$ cat src/hw/rtl/hnc_pkg.sv
package hnc_pkg;

  localparam int BIN_BITS  = 16;
  localparam int DVD_W     = 33;
  localparam int DVS_W     = BIN_BITS + 1;
  localparam int NORM_W    = 40;
  localparam int CHI_W     = 24;
  localparam int SCORE_W   = 48;
  localparam int ROOT_W    = 20;
  localparam int GAIN_W    = 16;
  localparam int BPH_W     = 9;
  localparam int CFG_IDX_W = 1;

  localparam logic [CFG_IDX_W-1:0] REG_GAIN = 1'd0;
  localparam logic [CFG_IDX_W-1:0] REG_BPH  = 1'd1;

  localparam logic [3:0] EXP_TERMS = 4'd14;
  localparam logic [1:0] EXP_SQUARINGS_LAST = 2'd3;

  typedef enum logic [3:0] {
    ST_IDLE,
    ST_DIFF,
    ST_CHI_WAIT,
    ST_ACC,
    ST_ROOT_WAIT,
    ST_SCORE,
    ST_GAIN_LO,
    ST_GAIN_HI,
    ST_EXP_CHK,
    ST_TERM_MUL,
    ST_TERM_WAIT,
    ST_CAP,
    ST_SQUARE,
    ST_FIN
  } state_t;

endpackage

$ cat src/hw/rtl/hnc_sqrt.sv
module hnc_sqrt (
  input  logic                       clk,
  input  logic                       rst,
  input  logic                       start,
  input  logic [hnc_pkg::NORM_W-1:0] radicand,
  output logic                       done,
  output logic [hnc_pkg::ROOT_W-1:0] root
);
  import hnc_pkg::*;

  localparam int W = NORM_W + 2;

  logic         busy;
  logic [W-1:0] v;
  logic [W-1:0] res;
  logic [W-1:0] bitv;
  logic [W-1:0] trial;

  assign trial = res + bitv;
  assign root  = res[ROOT_W-1:0];

  always_ff @(posedge clk) begin
    if (rst) begin
      busy <= 1'b0;
      done <= 1'b0;
    end else begin
      done <= 1'b0;
      if (start) begin
        busy <= 1'b1;
      end else if (busy && bitv == W'(1)) begin
        busy <= 1'b0;
        done <= 1'b1;
      end
    end
  end

  always_ff @(posedge clk) begin
    if (start) begin
      v    <= W'(radicand);
      res  <= '0;
      bitv <= W'(1) << NORM_W;
    end else if (busy) begin
      if (v >= trial) begin
        v   <= v - trial;
        res <= (res >> 1) + bitv;
      end else begin
        res <= res >> 1;
      end
      bitv <= bitv >> 2;
    end
  end

endmodule
$ cat config.mk
export PLATFORM = sky130hd
export DESIGN_NAME = hnc_sqrt
export DESIGN_NICKNAME = d
export VERILOG_FILES = /design/src/hw/rtl/hnc_pkg.sv /design/src/hw/rtl/hnc_sqrt.sv
export SDC_FILE = /design/constraint.sdc
export NUM_CORES = 1
export LEC_CHECK = 0
export ABC_AREA = 1
export BUFFER_PORTS_ARGS = -buffer_cell sky130_fd_sc_hd__buf_2
export CAP_MARGIN = 20
export CORE_UTILIZATION = 52
export DETAILED_ROUTE_END_ITERATION = 12
export PLACE_DENSITY = 0.69
export SYNTH_ARGS = -nofsm -noshare
export SYNTH_HDL_FRONTEND = slang
export SYNTH_SLANG_ARGS = --single-unit
$ cat constraint.sdc
create_clock -name clk -period 8.1 [get_ports clk]
set_input_delay 0.81 -clock clk [delete_from_list [all_inputs] [get_ports clk]]
set_output_delay 0.81 -clock clk [all_outputs]
set_load 0.02 [all_outputs]
Word-level counts from Yosys, hierarchy flattened. Index checks and enable logic that the tools add are counted.

Add/subtract/negate cells: 3. Multiply operators: 0. Div/mod/pow operators: 0. $lt $le $gt $ge: 1. Equality and inequality tests: 1. Shift-type cells: 0. Multiplexer cells: 7. Bitwise operators: 0. Reduce and logical (&&, ||, !) cells: 7.

Operators by type and width (count): $mux W40 (3); $add A41 B41 Y42 (1); $add A42 B41 Y42 (1); $ge A42 B42 Y1 (1); $mux W42 (1); $sub A42 B42 Y42 (1); $eq A21 B1 Y1 const B (1); $reduce_bool A2 Y1 (3); $reduce_and A2 Y1 (2); $mux W1 (3); $reduce_or A2 Y1 (1); $logic_and A1 B1 Y1 (1).

Register bits after elaboration: 107. Bits in latches: 0. RAM bits: 0. ROM bits: 0. Input bits: 43. Logic and storage cells: 25. Memories kept: 0.

Logic depth before layout (Yosys ltp).
Depth in word-level cells: 5. Mapped depth: 26. Depth with buffers taken out: 25.

Worst setup path after synthesis. OpenSTA, ideal clock, no wires.

Kind: reg-to-reg. Start point: register res[4]. End point: register v[0] (enable). Library setup time: 0.398 ns. Arrival time: 3.910 ns. Data required time: 7.702 ns. Setup slack: 3.792 ns. Stages on the path, launching flop included: 22. Path buffers: 1. Clock period less this slack: 4.308 ns. Cell sequence: dfxtp_1 -> ha_1 -> nand2_1 -> inv_1 -> nand2_1 -> a21oi_1 -> a21oi_1 -> o21ai_0 -> a21oi_1 -> xor2_1 -> ha_1 -> nand2_1 -> inv_1 -> nand2_2 -> nor2_4 -> nand2_2 -> nor2_2 -> nand2_2 -> nand4_4 -> nand2_4 -> buf_6 -> nand2_1.

Longest elaborated chain between the ends: 4.

Ends and longest elaborated chain: start, declared (RTL line hnc_sqrt.sv:15) `logic [W-1:0] res;`; start signal, assigned (RTL line hnc_sqrt.sv:45) `res <= (res >> 1) + bitv;`; start signal, assigned (RTL line hnc_sqrt.sv:47) `res <= res >> 1;`; $add A42 B41 Y42 (RTL line hnc_sqrt.sv:19) `assign trial = res + bitv;`; $ge A42 B42 Y1 (RTL line hnc_sqrt.sv:43) `if (v >= trial) begin`; $reduce_bool A2 Y1 (no source line); $reduce_and A2 Y1 (no source line); end signal, assigned (RTL line hnc_sqrt.sv:39) `v <= W'(radicand);`; end signal, assigned (RTL line hnc_sqrt.sv:44) `v <= v - trial;`; end, declared (RTL line hnc_sqrt.sv:14) `logic [W-1:0] v;`.

Every way passes these cells. A chain may end at the register's enable or synchronous reset.

Worst setup path after layout.
Start point: register bitv[0]. End point: register v[22] (enable).

Longest elaborated chain between the ends: 4.

Ends and longest elaborated chain: start, declared (RTL line hnc_sqrt.sv:16) `logic [W-1:0] bitv;`; start signal, assigned (RTL line hnc_sqrt.sv:41) `bitv <= W'(1) << NORM_W;`; start signal, assigned (RTL line hnc_sqrt.sv:49) `bitv <= bitv >> 2;`; $add A42 B41 Y42 (RTL line hnc_sqrt.sv:19); $ge A42 B42 Y1 (RTL line hnc_sqrt.sv:43); $reduce_bool A2 Y1 (no source line); $reduce_and A2 Y1 (no source line).

Every way passes these cells.

==> impl_metrics.ini <==
[timing]
slew_viol_final = 0
post-route-min-period_ps = 5624
finalSetupViolCount = 0
fin_crit_sh_pct = 69.43
timing.fmax_ghz = 0.1778
worst_pin_slew_ps = 1156
hold_viol_final = 0
clock_skew_ps = 12.43
setup_tns_ps = 0
slew_headroom_pct = 22.95
rsz0062_at_grt = no

[clock_network]
clk_latency_ps = 370
root_buffer = clkbuf_16
cts_setup_buffers = 0
cts_buffers = 9
clk_pin_slew_worst_paths_ps = 90
cts_sinks = 107
cts_tree = built
cts_buffer_depth = 2
cts_resized = 0
htree_levels = 3
holdBufCountCts = 0

[critical_path]
worstPathRequired_ps = 8170
cp_data_arrival_time_ps = 5690
worst_setup_path_start_kind = flip-flop
crit_path_top_delay_cell = o21ai_0
worstSetupEndpointType = flip-flop
rr_startpoint = bitv[0]$_SDFFE_PP0P_
worstPathMaxFanout = 44
r2r-end = v[22]$_DFFE_PP_
worstSetupPathType = flip-flop to flip-flop
startpoint = bitv[0]$_SDFFE_PP0P_
slowest_delay_ps = 490
path_cells = ha_1 -> ha_1 -> nand2_1 -> nand2_1 -> nand2_1 -> a21oi_1 -> a21oi_1 -> o21ai_0 -> a21oi_1 -> xor2_1 -> ha_1 -> nand2_1 -> nor2_1 -> nand2_1 -> inv_1 -> nand4_2 -> nand4_4 -> buf_4 -> nand2_4 -> nand2_2 -> buf_12
r2r_slack_ps = 2480
cp_common_cell = nand2_1
crit_end = v[22]$_DFFE_PP_
reg2reg_depth = 21

[worst_hold_path]
hold_path.class = flip-flop to flip-flop

[global_route]
grt_pass1_vias = 12180
grt_overflow = 0
grt_max_degree = 89
antenna_found_initial = 0
grt_pass1_wl_um = 66410
grt.total_usage_pct = 35.27

[layout]
syn_to_final_growth_pct = 5.462
num_antenna_cells = 0
final_cell_mix = nand2_1 (665), inv_1 (259), nor2_1 (202)
drive_gt1_share_pct = 9.091
final_core_util_pct = 56.13
final_common_cell = nand2_1
finalNetCount = 2237

[logic_synthesis]
synth-compound-area-share_pct = 13.46
synth_mux_area_share_pct = 0
syn_inst = 2099
syn_area_um2 = 12530
synth-edff-count = 40
synth-xor-area-share_pct = 4.544
syn_avg_cell_area_um2 = 5.969
synth_nets = 2229
synth_fa_ha_area_share_pct = 8.748
yosysUniqueCellTypes = 50
yosysSeqAreaShare_pct = 20.29
synthFlopType = dfxtp_1
synthArstFlopShare_pct = 0
synth-simple-area-share_pct = 41.46
ys_ff_latch = 107
yosysWarnings = 0
synth_top_family_by_area = simple AND/OR/NAND/NOR gates

[floorplan]
core_um2 = 23540
io_pins = 64
dieHeight_um = 157.2
initial_core_util_pct = 53.22
rows = 56
die_w_um = 157.2
die-area_um2 = 24720

[route]
routedWlPerCell_um = 17.76
vias_per_cell = 5.552
ant_nets = 0
num_vias = 13500
routed_wl_um = 43180
drt_first_pass_iters = 5
drtIter0Drc = 1392
drc = 0

[job]
maxCapViolations = 0

[pwr]
ir_drop_v = 0.0002783
power-per-cell-area_nw_per_um2 = 380.1
p_leak_nw = 5.879

[place]
io_buffers = 63
dpl.hpwl_um = 33730
gp_congestion = 1.006

[run_status]
status = completed
[flip-flops by register name, indices dropped and copies added (netlist names)]
| signal | flops |
|---|---|
| res | 42 |
| done | 1 |
| busy | 1 |
| v | 42 |
| bitv | 21 |
[metal layers]
layer	vias to the layer above	global-route usage [%]	wire (um)
li1	6795	-	-
met1	6146	51.01	20480
met2	518	54.45	18430
met3	37	6.002	3611
met4	0	7.305	667
met5	-	0	0
[power breakdown]
part | switching [mW] | internal, mW | leakage [nW]
Combinational | 2.31 | 1.18 | 4.77
Clock | 0.249 | 0.269 | 0.165
Sequential | 0.223 | 0.798 | 0.946
Total | 2.78 | 2.24 | 5.88
[cell type report]
cell class	count	area, um2
clock buffers	10	250.2
clock inverters	6	86.33
multi-input cells	1653	8557
well taps	319	399.1
inverters	267	1002
fillers	2543	10330
flip-flops and latches	107	2544
repair buffers	69	375.4
[cells by family after synthesis]
group / after synthesis
simple gates: 1199
buf+inv: 339
compound gates: 302
flops: 107
fa+ha+maj: 87
xor+xnor: 65
[through the flow]
stage	area (um2)	setup WS [ps]	hold slack, ps	total power, mW	instances
floorplan	12530	3792	453.9	3.634	2099
global placement	12860	2350	477.6	4.410	2414
detailed placement	12860	2319	475.2	4.433	2414
CTS	13190	2304	487.8	4.967	2430
global route	13210	2269	521.2	5.465	2431
finish	13210	2476	486.0	5.022	2431
[cell usage after synthesis (all sizes together) (26+ instances only)]
master    n  area, um2
ha       86       1076
nor2    218      878.3
edfxtp   40       1201
dfxtp    67       1341
xor2     39      341.6
buf      49      351.6
nand3   183      975.9
o21ai   105      525.5
inv     265      994.7
nand2   697       2704
nor3     30      150.1
xnor2    26      227.7
a21oi   154      842.1
[worst min-delay path by stage]
stage | slack [ps] | startpoint | endpoint | depth (start not counted)
floorplan | 450 | v[41]$_SDFFE_PP0P_ | v[41]$_SDFFE_PP0P_ | 2
detailed placement | 480 | v[41]$_SDFFE_PP0P_ | v[41]$_SDFFE_PP0P_ | 2
finish | 490 | v[41]$_SDFFE_PP0P_ | v[41]$_SDFFE_PP0P_ | 2
CTS | 490 | v[41]$_SDFFE_PP0P_ | v[41]$_SDFFE_PP0P_ | 2
global placement | 480 | v[41]$_SDFFE_PP0P_ | v[41]$_SDFFE_PP0P_ | 2
global route | 520 | res[0]$_SDFFE_PP0P_ | res[0]$_SDFFE_PP0P_ | 2
[worst max-delay path: cells and delay by family (launching register included)]
family | cells | cell delay, ps
AO/OA/AOI/OAI | 4 | 1370
XOR/XNOR | 1 | 190
adder cells (fa/ha/maj) | 3 | 870
buffers and inverters | 3 | 840
flip-flops | 1 | 400
AND/OR/NAND/NOR | 10 | 1600
Note: power is estimated with default switching activity, not from simulation.
